**src/hw/rtl/tlni_pkg.sv**
```systemverilog
package tlni_pkg;

	localparam int MAX_SIDE   = 256;
	localparam int SITE_W     = 16;
	localparam int LINK_W     = 18;
	localparam int SIDE_W     = 9;
	// The row is below the height, which never exceeds MAX_SIDE.
	localparam int ROW_W      = $clog2(MAX_SIDE);
	localparam int AREA_W     = 2 * SIDE_W;
	localparam int PROD_W     = ROW_W + SIDE_W;
	localparam int QDEPTH     = 4;
	localparam int CFG_IDX_W  = 1;
	localparam int OUT_BITS   = 6 * SITE_W + 6 * LINK_W;
	localparam int OUT_DATA_W = ((OUT_BITS + 7) / 8) * 8;

	typedef enum logic [CFG_IDX_W-1:0] {
		REG_WIDTH  = 1'b0,
		REG_HEIGHT = 1'b1
	} cfg_reg_t;

	typedef struct packed {
		logic [SIDE_W-1:0] width;
		logic [SIDE_W-1:0] height;
	} lat_cfg_t;

	function automatic logic [SIDE_W-1:0] clamp_side(input logic [SIDE_W-1:0] v);
		logic [SIDE_W-1:0] r;
		r = v;
		if (int'(v) > MAX_SIDE) begin
			r = SIDE_W'(MAX_SIDE);
		end
		return r;
	endfunction

endpackage

```
**src/hw/rtl/tlni_front.sv**
```systemverilog
module tlni_front (
	input  logic                            clk,
	input  logic                            arst_n,
	input  logic                            cfg_wen,
	input  logic [tlni_pkg::CFG_IDX_W-1:0]  cfg_idx,
	input  logic [tlni_pkg::SIDE_W-1:0]     cfg_data,
	input  logic                            in_valid,
	output logic                            in_ready,
	input  logic [tlni_pkg::SITE_W-1:0]     in_site,
	output logic                            push_valid,
	input  logic                            push_ready,
	output logic [tlni_pkg::SITE_W-1:0]     push_site,
	output tlni_pkg::lat_cfg_t              cfg
);
	import tlni_pkg::*;

	logic [SIDE_W-1:0] width_q;
	logic [SIDE_W-1:0] height_q;
	logic [AREA_W-1:0] area;
	logic              valid_s1;
	logic              keep_s1;
	logic [SITE_W-1:0] site_s1;
	logic              drain;
	logic              take;

	always_ff @(posedge clk or negedge arst_n) begin
		if (!arst_n) begin
			width_q  <= SIDE_W'(1);
			height_q <= SIDE_W'(1);
		end else begin
			if (cfg_wen) begin
				case (cfg_reg_t'(cfg_idx))
					REG_WIDTH:  width_q  <= clamp_side(cfg_data);
					REG_HEIGHT: height_q <= clamp_side(cfg_data);
					default: ;
				endcase
			end
		end
	end

	// An empty lattice gives a zero area, so every site is dropped.
	assign area = AREA_W'(width_q) * AREA_W'(height_q);

	// Sites outside the lattice are dropped here and never reach the queue.
	assign drain    = valid_s1 && (!keep_s1 || push_ready);
	assign in_ready = !valid_s1 || drain;
	assign take     = in_valid && in_ready;

	always_ff @(posedge clk or negedge arst_n) begin
		if (!arst_n) begin
			valid_s1 <= 1'b0;
		end else if (in_ready) begin
			valid_s1 <= in_valid;
		end
	end

	always_ff @(posedge clk) begin
		if (take) begin
			site_s1 <= in_site;
			keep_s1 <= AREA_W'(in_site) < area;
		end
	end

	assign push_valid = valid_s1 && keep_s1;
	assign push_site  = site_s1;
	assign cfg.width  = width_q;
	assign cfg.height = height_q;

endmodule

```
**src/hw/rtl/tlni_queue.sv**
```systemverilog
module tlni_queue #(
	parameter int DEPTH = tlni_pkg::QDEPTH
) (
	input  logic                        clk,
	input  logic                        arst_n,
	input  logic                        push_valid,
	output logic                        push_ready,
	input  logic [tlni_pkg::SITE_W-1:0] push_site,
	output logic                        pop_valid,
	input  logic                        pop_ready,
	output logic [tlni_pkg::SITE_W-1:0] pop_site
);
	import tlni_pkg::*;

	localparam int PTR_W = (DEPTH > 1) ? $clog2(DEPTH) : 1;
	localparam int CNT_W = $clog2(DEPTH + 1);

	logic [SITE_W-1:0] mem [0:DEPTH-1];
	logic [PTR_W-1:0]  wr_ptr_q;
	logic [PTR_W-1:0]  rd_ptr_q;
	logic [CNT_W-1:0]  count_q;
	logic              push;
	logic              pop;

	assign push_ready = count_q != CNT_W'(DEPTH);
	assign pop_valid  = count_q != '0;
	assign push       = push_valid && push_ready;
	assign pop        = pop_valid && pop_ready;
	assign pop_site   = mem[rd_ptr_q];

	always_ff @(posedge clk) begin
		if (push) begin
			mem[wr_ptr_q] <= push_site;
		end
	end

	always_ff @(posedge clk or negedge arst_n) begin
		if (!arst_n) begin
			wr_ptr_q <= '0;
			rd_ptr_q <= '0;
			count_q  <= '0;
		end else begin
			if (push) begin
				wr_ptr_q <= (wr_ptr_q == PTR_W'(DEPTH - 1)) ? '0 : wr_ptr_q + PTR_W'(1);
			end
			if (pop) begin
				rd_ptr_q <= (rd_ptr_q == PTR_W'(DEPTH - 1)) ? '0 : rd_ptr_q + PTR_W'(1);
			end
			if (push && !pop) begin
				count_q <= count_q + CNT_W'(1);
			end else if (pop && !push) begin
				count_q <= count_q - CNT_W'(1);
			end
		end
	end

	a_count_bound: assert property (@(posedge clk) disable iff (!arst_n)
		count_q <= CNT_W'(DEPTH))
		else $error("queue fill count above depth");

	a_count_up: assert property (@(posedge clk) disable iff (!arst_n)
		(push && !pop) |=> count_q == $past(count_q) + CNT_W'(1))
		else $error("queue fill count missed a push");

	a_count_down: assert property (@(posedge clk) disable iff (!arst_n)
		(pop && !push) |=> count_q == $past(count_q) - CNT_W'(1))
		else $error("queue fill count missed a pop");

endmodule

```
**src/hw/rtl/tlni_back.sv**
```systemverilog
module tlni_back (
	input  logic                            clk,
	input  logic                            arst_n,
	input  tlni_pkg::lat_cfg_t              cfg,
	input  logic                            pop_valid,
	output logic                            pop_ready,
	input  logic [tlni_pkg::SITE_W-1:0]     pop_site,
	output logic                            out_valid,
	input  logic                            out_ready,
	output logic [tlni_pkg::OUT_DATA_W-1:0] out_data
);
	import tlni_pkg::*;

	logic en;

	// Divider pipeline, one quotient bit per stage; index k is the stage.
	logic              dv_valid_sk [0:ROW_W];
	logic [SITE_W-1:0] dv_site_sk  [0:ROW_W];
	logic [SIDE_W-1:0] dv_rem_sk   [0:ROW_W];
	logic [ROW_W-1:0]  dv_quo_sk   [0:ROW_W];

	logic              valid_s1, valid_s2, valid_s3;
	logic [SITE_W-1:0] site_s1, site_s2;
	logic [SIDE_W-1:0] col_s1, col_r_s1, col_l_s1;
	logic [SITE_W-1:0] base_s1;
	logic [SITE_W-1:0] up_s1, down_s1;
	logic [SITE_W-1:0] right_s2, left_s2, tr_s2, bl_s2, tl_s2, br_s2;
	logic [SITE_W-1:0] right_s3, left_s3, tr_s3, bl_s3, tl_s3, br_s3;
	logic [LINK_W-1:0] rl_s3, ll_s3, trl_s3, bll_s3, tll_s3, brl_s3;

	logic [SIDE_W-1:0] col;
	logic [ROW_W-1:0]  row;
	logic [SIDE_W-1:0] col_r, col_l;
	logic [ROW_W-1:0]  row_u, row_d;

	// The whole back end advances together whenever the output stage is free.
	assign en        = !valid_s3 || out_ready;
	assign pop_ready = en;

	always_ff @(posedge clk or negedge arst_n) begin
		if (!arst_n) begin
			dv_valid_sk[0] <= 1'b0;
		end else if (en) begin
			dv_valid_sk[0] <= pop_valid;
		end
	end

	// The site is below width times 2**ROW_W, so its upper bits are already
	// a valid partial remainder.
	always_ff @(posedge clk) begin
		if (en) begin
			dv_site_sk[0] <= pop_site;
			dv_rem_sk[0]  <= SIDE_W'(pop_site >> ROW_W);
			dv_quo_sk[0]  <= '0;
		end
	end

	for (genvar k = 0; k < ROW_W; k++) begin : g_div
		logic [SIDE_W:0] trial;
		logic [SIDE_W:0] diff;
		logic            ge;

		assign trial = {dv_rem_sk[k], dv_site_sk[k][ROW_W-1-k]};
		assign ge    = trial >= {1'b0, cfg.width};
		assign diff  = trial - {1'b0, cfg.width};

		always_ff @(posedge clk or negedge arst_n) begin
			if (!arst_n) begin
				dv_valid_sk[k+1] <= 1'b0;
			end else if (en) begin
				dv_valid_sk[k+1] <= dv_valid_sk[k];
			end
		end

		always_ff @(posedge clk) begin
			if (en) begin
				dv_site_sk[k+1] <= dv_site_sk[k];
				dv_rem_sk[k+1]  <= ge ? diff[SIDE_W-1:0] : trial[SIDE_W-1:0];
				dv_quo_sk[k+1]  <= {dv_quo_sk[k][ROW_W-2:0], ge};
			end
		end
	end

	assign col = dv_rem_sk[ROW_W];
	assign row = dv_quo_sk[ROW_W];

	always_comb begin
		col_r = col + SIDE_W'(1);
		if (col_r == cfg.width) begin
			col_r = '0;
		end
		col_l = (col == '0) ? cfg.width - SIDE_W'(1) : col - SIDE_W'(1);
		row_u = row + ROW_W'(1);
		if ({1'b0, row} + SIDE_W'(1) == cfg.height) begin
			row_u = '0;
		end
		row_d = (row == '0) ? ROW_W'(cfg.height - SIDE_W'(1)) : row - ROW_W'(1);
	end

	always_ff @(posedge clk or negedge arst_n) begin
		if (!arst_n) begin
			valid_s1 <= 1'b0;
			valid_s2 <= 1'b0;
			valid_s3 <= 1'b0;
		end else if (en) begin
			valid_s1 <= dv_valid_sk[ROW_W];
			valid_s2 <= valid_s1;
			valid_s3 <= valid_s2;
		end
	end

	always_ff @(posedge clk) begin
		if (en) begin
			site_s1  <= dv_site_sk[ROW_W];
			col_s1   <= col;
			col_r_s1 <= col_r;
			col_l_s1 <= col_l;
			// row times width is the site with its column removed.
			base_s1  <= dv_site_sk[ROW_W] - SITE_W'(col);
			up_s1    <= SITE_W'(PROD_W'(row_u) * PROD_W'(cfg.width));
			down_s1  <= SITE_W'(PROD_W'(row_d) * PROD_W'(cfg.width));

			site_s2  <= site_s1;
			right_s2 <= base_s1 + SITE_W'(col_r_s1);
			left_s2  <= base_s1 + SITE_W'(col_l_s1);
			tr_s2    <= up_s1 + SITE_W'(col_s1);
			bl_s2    <= down_s1 + SITE_W'(col_s1);
			tl_s2    <= up_s1 + SITE_W'(col_l_s1);
			br_s2    <= down_s1 + SITE_W'(col_r_s1);

			right_s3 <= right_s2;
			left_s3  <= left_s2;
			tr_s3    <= tr_s2;
			bl_s3    <= bl_s2;
			tl_s3    <= tl_s2;
			br_s3    <= br_s2;
			rl_s3    <= {1'b0, site_s2, 1'b0} + LINK_W'(site_s2);
			ll_s3    <= {1'b0, left_s2, 1'b0} + LINK_W'(left_s2);
			trl_s3   <= {1'b0, site_s2, 1'b0} + LINK_W'(site_s2) + LINK_W'(1);
			bll_s3   <= {1'b0, bl_s2, 1'b0} + LINK_W'(bl_s2) + LINK_W'(1);
			tll_s3   <= {1'b0, site_s2, 1'b0} + LINK_W'(site_s2) + LINK_W'(2);
			brl_s3   <= {1'b0, br_s2, 1'b0} + LINK_W'(br_s2) + LINK_W'(2);
		end
	end

	assign out_valid = valid_s3;
	assign out_data  = {{(OUT_DATA_W - OUT_BITS){1'b0}},
		brl_s3, tll_s3, bll_s3, trl_s3, ll_s3, rl_s3,
		br_s3, tl_s3, bl_s3, tr_s3, left_s3, right_s3};

endmodule

```
**src/hw/rtl/triangular_lattice_neighbour_index_top.sv**
```systemverilog
// Neighbour lookup for a periodic parallelogram triangular lattice. Each site
// index transferred in gives one result with the six wrapped neighbour sites
// and the six links touching the site; a site at or beyond width times height
// gives no result. Width and height are written through the cfg port while
// the block is idle (the block does not enforce this) and are clamped to 256.
// The block sustains one site per cycle unless the output stalls; an 8-stage
// pipelined divider splits the site into row and column before the neighbour
// and link stages. A four-entry queue between the range check and the
// divider lets input transfers continue while a result waits on the output.
module triangular_lattice_neighbour_index_top #(
	parameter int QUEUE_DEPTH = tlni_pkg::QDEPTH
) (
	input  logic                            clk,
	input  logic                            arst_n,
	input  logic                            cfg_wen,
	input  logic [tlni_pkg::CFG_IDX_W-1:0]  cfg_idx,
	input  logic [tlni_pkg::SIDE_W-1:0]     cfg_data,
	input  logic                            s_axis_tvalid,
	output logic                            s_axis_tready,
	// [15:0] site_index
	input  logic [tlni_pkg::SITE_W-1:0]     s_axis_tdata,
	output logic                            m_axis_tvalid,
	input  logic                            m_axis_tready,
	// right_site, left_site, top_right_site, bottom_left_site, top_left_site,
	// bottom_right_site (16 bits each), then right_link, left_link,
	// top_right_link, bottom_left_link, top_left_link, bottom_right_link
	// (18 bits each), lowest bits first, zero padded at the top
	output logic [tlni_pkg::OUT_DATA_W-1:0] m_axis_tdata
);
	import tlni_pkg::*;

	lat_cfg_t          cfg;
	logic              push_valid;
	logic              push_ready;
	logic [SITE_W-1:0] push_site;
	logic              pop_valid;
	logic              pop_ready;
	logic [SITE_W-1:0] pop_site;

	tlni_front u_front (
		.clk        (clk),
		.arst_n     (arst_n),
		.cfg_wen    (cfg_wen),
		.cfg_idx    (cfg_idx),
		.cfg_data   (cfg_data),
		.in_valid   (s_axis_tvalid),
		.in_ready   (s_axis_tready),
		.in_site    (s_axis_tdata),
		.push_valid (push_valid),
		.push_ready (push_ready),
		.push_site  (push_site),
		.cfg        (cfg)
	);

	tlni_queue #(
		.DEPTH (QUEUE_DEPTH)
	) u_queue (
		.clk        (clk),
		.arst_n     (arst_n),
		.push_valid (push_valid),
		.push_ready (push_ready),
		.push_site  (push_site),
		.pop_valid  (pop_valid),
		.pop_ready  (pop_ready),
		.pop_site   (pop_site)
	);

	tlni_back u_back (
		.clk       (clk),
		.arst_n    (arst_n),
		.cfg       (cfg),
		.pop_valid (pop_valid),
		.pop_ready (pop_ready),
		.pop_site  (pop_site),
		.out_valid (m_axis_tvalid),
		.out_ready (m_axis_tready),
		.out_data  (m_axis_tdata)
	);

endmodule
```
**config.mk**
```make
export PLATFORM = sky130hd
export DESIGN_NAME = triangular_lattice_neighbour_index_top
export DESIGN_NICKNAME = d
export VERILOG_FILES = /design/src/hw/rtl/tlni_pkg.sv /design/src/hw/rtl/tlni_front.sv /design/src/hw/rtl/tlni_queue.sv /design/src/hw/rtl/tlni_back.sv /design/src/hw/rtl/triangular_lattice_neighbour_index_top.sv
export SDC_FILE = /design/constraint.sdc
export NUM_CORES = 2
export LEC_CHECK = 0
export BUFFER_PORTS_ARGS = -buffer_cell sky130_fd_sc_hd__buf_2
export CAP_MARGIN = 25
export CORE_ASPECT_RATIO = 1.5
export CORE_MARGIN = 5
export CORE_UTILIZATION = 47
export CTS_BUF_LIST = sky130_fd_sc_hd__clkbuf_4
export CTS_CLUSTER_SIZE = 30
export DETAILED_ROUTE_END_ITERATION = 7
export MAX_ROUTING_LAYER = met4
export PLACE_DENSITY_LB_ADDON = 0.12
export SLEW_MARGIN = 40
export SYNTH_ARGS = -nofsm -noshare
export SYNTH_HDL_FRONTEND = slang
export SYNTH_SLANG_ARGS = --single-unit
```
**constraint.sdc**
```tcl
create_clock -name clk -period 59.2 [get_ports clk]
set_input_delay 11.84 -clock clk [delete_from_list [all_inputs] [get_ports clk]]
set_output_delay 11.84 -clock clk [all_outputs]
set_load 0.05 [all_outputs]
```
======== Word level (Yosys, flattened, before mapping) ========
Memory sizes are Yosys's and may differ from the RTL's.
Cells that the tools add are included.
storage, ports and cells
  register bits after elaboration ......... 462
  bits in writable memories ............... 361
  bits of input ports ..................... 31
  memories kept ........................... 4
memory list
  memory             words  width  rd ports  clocked after memory_dff  wr ports  line              text
  u_back.dv_site_sk  9      16     9         0                         9         tlni_back.sv:18   logic [SITE_W-1:0] dv_site_sk [0:ROW_W];
  u_back.dv_rem_sk   9      9      9         0                         9         tlni_back.sv:19   logic [SIDE_W-1:0] dv_rem_sk [0:ROW_W];
  u_back.dv_quo_sk   9      8      9         0                         9         tlni_back.sv:20   logic [ROW_W-1:0] dv_quo_sk [0:ROW_W];
  u_queue.mem        4      16     1         0                         1         tlni_queue.sv:18  logic [SITE_W-1:0] mem [0:DEPTH-1];
cells by class
  bitwise gates (word level) .............. 1
  equality and inequality tests ........... 5
  $mul .................................... 3
  $lt $le $gt $ge ......................... 10
  add/sub/neg operators ................... 34
  muxes and demuxes ....................... 20
  reduce and logical (&&, ||, !) cells .... 21
operator list
  cell                                                                 count
  16-bit by 9-bit adder with 16-bit output                             6
  9-bit 2-to-1 mux                                                     10
  10-bit by 9-bit >= comparator with 1-bit output                      8
  17-bit by 16-bit adder with 18-bit output                            4
  9-bit subtractor                                                     8
  18-bit by 1-bit adder with 18-bit output (second input constant)     2
  18-bit by 2-bit adder with 18-bit output (second input constant)     2
  8-bit by 9-bit multiplier with 16-bit output                         2
  9-bit equality test                                                  2
  16-bit by 18-bit less-than comparator with 1-bit output              1
  9-bit by 9-bit multiplier with 18-bit output                         1
  9-bit by 1-bit subtractor with 9-bit output (second input constant)  2
  8-bit 2-to-1 mux                                                     2
  16-bit by 9-bit subtractor with 16-bit output                        1
  8-bit by 1-bit subtractor with 8-bit output (second input constant)  2
  8-bit by 1-bit adder with 9-bit output (second input constant)       1
  9-bit by 1-bit adder with 9-bit output (second input constant)       1
  9-bit greater-than comparator (second input constant)                1
  9-bit zero test                                                      1
  8-bit by 1-bit adder with 8-bit output (second input constant)       1
  8-bit zero test                                                      1
  1-bit logical AND                                                    7
  3-bit 2-to-1 mux                                                     2
  1-bit zero test                                                      5
  12 further kinds                                                     21

======== Logic depth before layout (Yosys ltp) ========
  depth after elaboration ................. 6
  mapped depth ............................ 29
  mapped depth without buffers ............ 27

======== Cells and area by module ========
From an unflattened synthesis, not the netlist that was laid out.
second synthesis, totals
  cells, all modules ...................... 3491
  area total of the unflattened synthesis .. 43316.5 µm²
by module, submodules not included
  module      times used  area each (µm²)  cells each  seq. area each (µm²)
  tlni_back   1           36323.6          2919        19999.2
  tlni_front  1           4245.3           452         988.4
  tlni_queue  1           2747.6           120         2097.0

======== Worst setup path after synthesis ========
OpenSTA, ideal clock, no wires.
  path kind ............................... input -> register
  from .................................... in m_axis_tready
  to ...................................... reg u_back.dv_valid_sk[0] (netlist bit)
  stages .................................. 3
  slack ................................... 26.811 ns
  arrival ................................. 32.224 ns
  required time ........................... 59.035 ns
  buffers on the path ..................... 1
  cells stage by stage .................... nand2b_1 > buf_1 > mux2_2
on the way
  cells in the longest elaborated chain, start to end .. 1
ends and longest elaborated chain
  element                         line                                          text
  start: declaration              triangular_lattice_neighbour_index_top.sv:23  input logic m_axis_tready,
  1-bit logical OR                tlni_back.sv:37                               assign en = !valid_s3 || out_ready;
  end signal: indexed assignment  tlni_back.sv:71                               dv_valid_sk[k+1] <= dv_valid_sk[k];
  end: declaration                tlni_back.sv:17                               logic dv_valid_sk [0:ROW_W];
Every way passes these cells.
A chain may end at the register's enable or synchronous reset.

======== Worst setup path in the final report ========
  from .................................... in m_axis_tready
  to ...................................... reg u_back.tll_s3[4], enable pin
on the way
  cells in the longest elaborated chain, start to end .. 1
ends and longest elaborated chain
  element                 line              text
  1-bit logical OR        tlni_back.sv:37
  end signal: assignment  tlni_back.sv:141  tll_s3 <= {1'b0, site_s2, 1'b0} + LINK_W'(site_s2) + LINK_W'(2);
  end: declaration        tlni_back.sv:29   logic [LINK_W-1:0] rl_s3, ll_s3, trl_s3, bll_s3, tll_s3, brl_s3;
Every way passes these cells.

==> out/qor.txt <==
Final period util - 23.7%
Vias/cell - 5.17
Req. time, crit path - 59.91 ns
clock latency on the worst-skew pair - 1.10 ns
Slew Viols, Final - 0
dpl hpwl - 66.1 mm
initial antenna violation count - 2
Max clock buf depth - 3
sink of the worst hold path - u_back.dv_site_sk[0][106]$_DFFE_PN_
Num CTS Buffers - 185
syn avg cell area - 12.6 um2
Die W - 258 um
Non-Filler Instances - 5119
I/O Buffers - 236
type of the worst setup path - in -> reg
share of layout cells above drive strength 1 - 16.5%
post-synthesis sequential area ratio - 53.4%
IO Pins - 241
Sequential Area - 0.0231 mm2
CTS tree - done
wirelength, routed - 89.5 mm
Post-CTS Hold Buffers - 0
worst slew pin tran - 0.895 ns
top-count cell post-synth - edfxtp_1
synthesized flop and latch total - 775
gr ovfl total - 0
normalized max-slew margin - 39.9%
Post-synth EDFFs - 737
endpoints failing hold - 0
1st-iter DRT viols - 1143
Reg-to-Reg End - u_back.down_s1[13]$_DFFE_PN_
first-pass GRT wire length - 143 mm
Vias - 26.5k
commonest cells in the netlist - edfxtp_1, ha_1, inv_1
Die Y - 381 um
CP endpoint kind - register
R2R Path Start - u_back.dv_quo_sk[0][64]$_DFFE_PN_
drt pass-1 iters - 5
WL/cell - 17.5 um
clk sinks - 775
gr usage total - 18.8%
final setup violating endpoints - 0
Clock transition at path regs - 0.06 ns
antenna-violating nets left - 0
Synth Cell Area - 0.0432 mm2
Worst Hold Class - reg -> reg
placed cell count - 4790
H-tree level count - 4
Async SR Flop Fraction - 4.90%
vias in the first global route - 27.2k
outcome - finished clean
cells after synthesis - 3436
top cell type's share of synthesized area - 51.2%
FF-to-FF setup slack - 51.87 ns
Layout area overhead - 11.6%
CP Max Fanout - 105
Tmin final - 14.04 ns
Post CTS Setup Buffer Count - 0
die footprint - 0.0982 mm2
synth top area cells - edfxtp_1, ha_1, fa_1, xnor2_1, inv_1
Cell variety after synth - 81
core area - 0.0915 mm2
nets - 4344
CP arrival - 14.74 ns
# Max-Cap Violations - 0
Peak Freq - 71.2 MHz
Final TNS setup - 0 ns
Hold Path Stages - 0
Worst setup SP type - input pin
GP Congestion - 0.840
Fillers - 7991
Synth area leader - edfxtp_1
R2R depth - 26
CTS resizes - 0
min-delay src - u_back.dv_site_sk[0][90]$_DFFE_PN_
RSZ-0062 raised after global routing - no
root buffer cell - clkbuf_4
# rows - 136
Syn. warnings - 0
pin count of the biggest net entering global routing - 106
Starting Density - 47.2%
Multi-input gate area - 0.0185 mm2
# DRC - 0
Main synth FF type - edfxtp_1
Worst Skew - 0.0738 ns
## critical path, stage by stage
cell,delay [ns]
buf_2,0.08
nand2b_4,0.46
buf_4,0.72
buf_6,0.58
buf_12,0.42
buf_16,0.41
## cell usage in the layout (no fill, tap or decap), types with 49 or more instances in the layout
cell      instances
xor2_1           88
nand2_1         214
nand2b_1         49
xnor2_1         200
nor3_1           91
fa_1            152
and2_1           97
a21oi_1         179
edfxtp_1        737
buf_2           235
inv_1           350
a21o_1           52
nor2b_1          55
ha_1            355
nor2_1          180
clkbuf_4        267
o21ai_0          94
## area by class of cell
cell class,instances,area share (%)
Antenna cell,5,0.0260
Clock buffer,267,4.16
Clock inverter,55,0.768
Inverter,353,2.75
Multi-Input combinational cell,2229,38.4
Sequential cell,775,47.9
Tap cell,1173,3.04
Timing Repair Buffer,262,2.99
## flip-flops by register name, indices dropped and copies added (netlist names), 17 cells and up
name               flops
u_back.dv_site_sk    144
u_back.dv_rem_sk      72
u_queue.mem           64
u_back.dv_quo_sk      36
u_back.bll_s3         18
u_back.brl_s3         18
u_back.ll_s3          18
u_back.tll_s3         18
u_back.trl_s3         18
u_back.rl_s3          17
## logic make-up after synthesis
kind of cell	count (synthesis)	share of synthesized area (%)
adder cells (fa/ha/maj)	507	17.3
AO/OA/AOI/OAI	520	7.53
other	1	0.00868
flip-flops	775	53.4
AND/OR/NAND/NOR	844	9.77
multiplexers	61	1.99
XOR/XNOR	293	6.07
buffers and inverters	435	3.86
## layer usage
metal / vias up / share of wire, % / GRT usage (%)
met5: - / 0 / -
met4: 0 / 3.5 / 7.60
met3: 192 / 4.1 / 3.70
met2: 545 / 53 / 33.3
met1: 12700 / 40 / 20.7
li1: 13100 / - / -
## how the worst max path moves through the flow
stage	slack (ns)	to	cells after the start	startpoint
floorplan	26.81	u_back.dv_valid_sk[0]$_DFFE_PN0N_	3	m_axis_tready
detailed placement	43.78	u_back.rl_s3[14]$_DFFE_PN_	6	m_axis_tready
CTS	45.04	u_back.base_s1[10]$_DFFE_PN_	6	m_axis_tready
finish	45.16	u_back.tll_s3[4]$_DFFE_PN_	6	m_axis_tready
global route	45.06	s_axis_tready	3	u_queue.count_q[0]$_DFFE_PN0P_
global placement	43.83	u_back.left_s3[15]$_DFFE_PN_	5	m_axis_tready
## per-stage QoR
step                hold WS (ns)  utilization (%)  instance area, um2  setup slack, ns
floorplan                  0.400                -               43200            26.81
global placement           0.401             49.9               45700            43.83
detailed placement         0.405             50.0               45800            43.78
CTS                        0.336             52.6               48100            45.04
global route               0.340             52.7               48200            45.06
finish                     0.365             52.7               48200            45.16
Power is left out: the tool's default activity adds up to more than one toggle a clock period on the data nets, which glitch-free logic cannot reach.
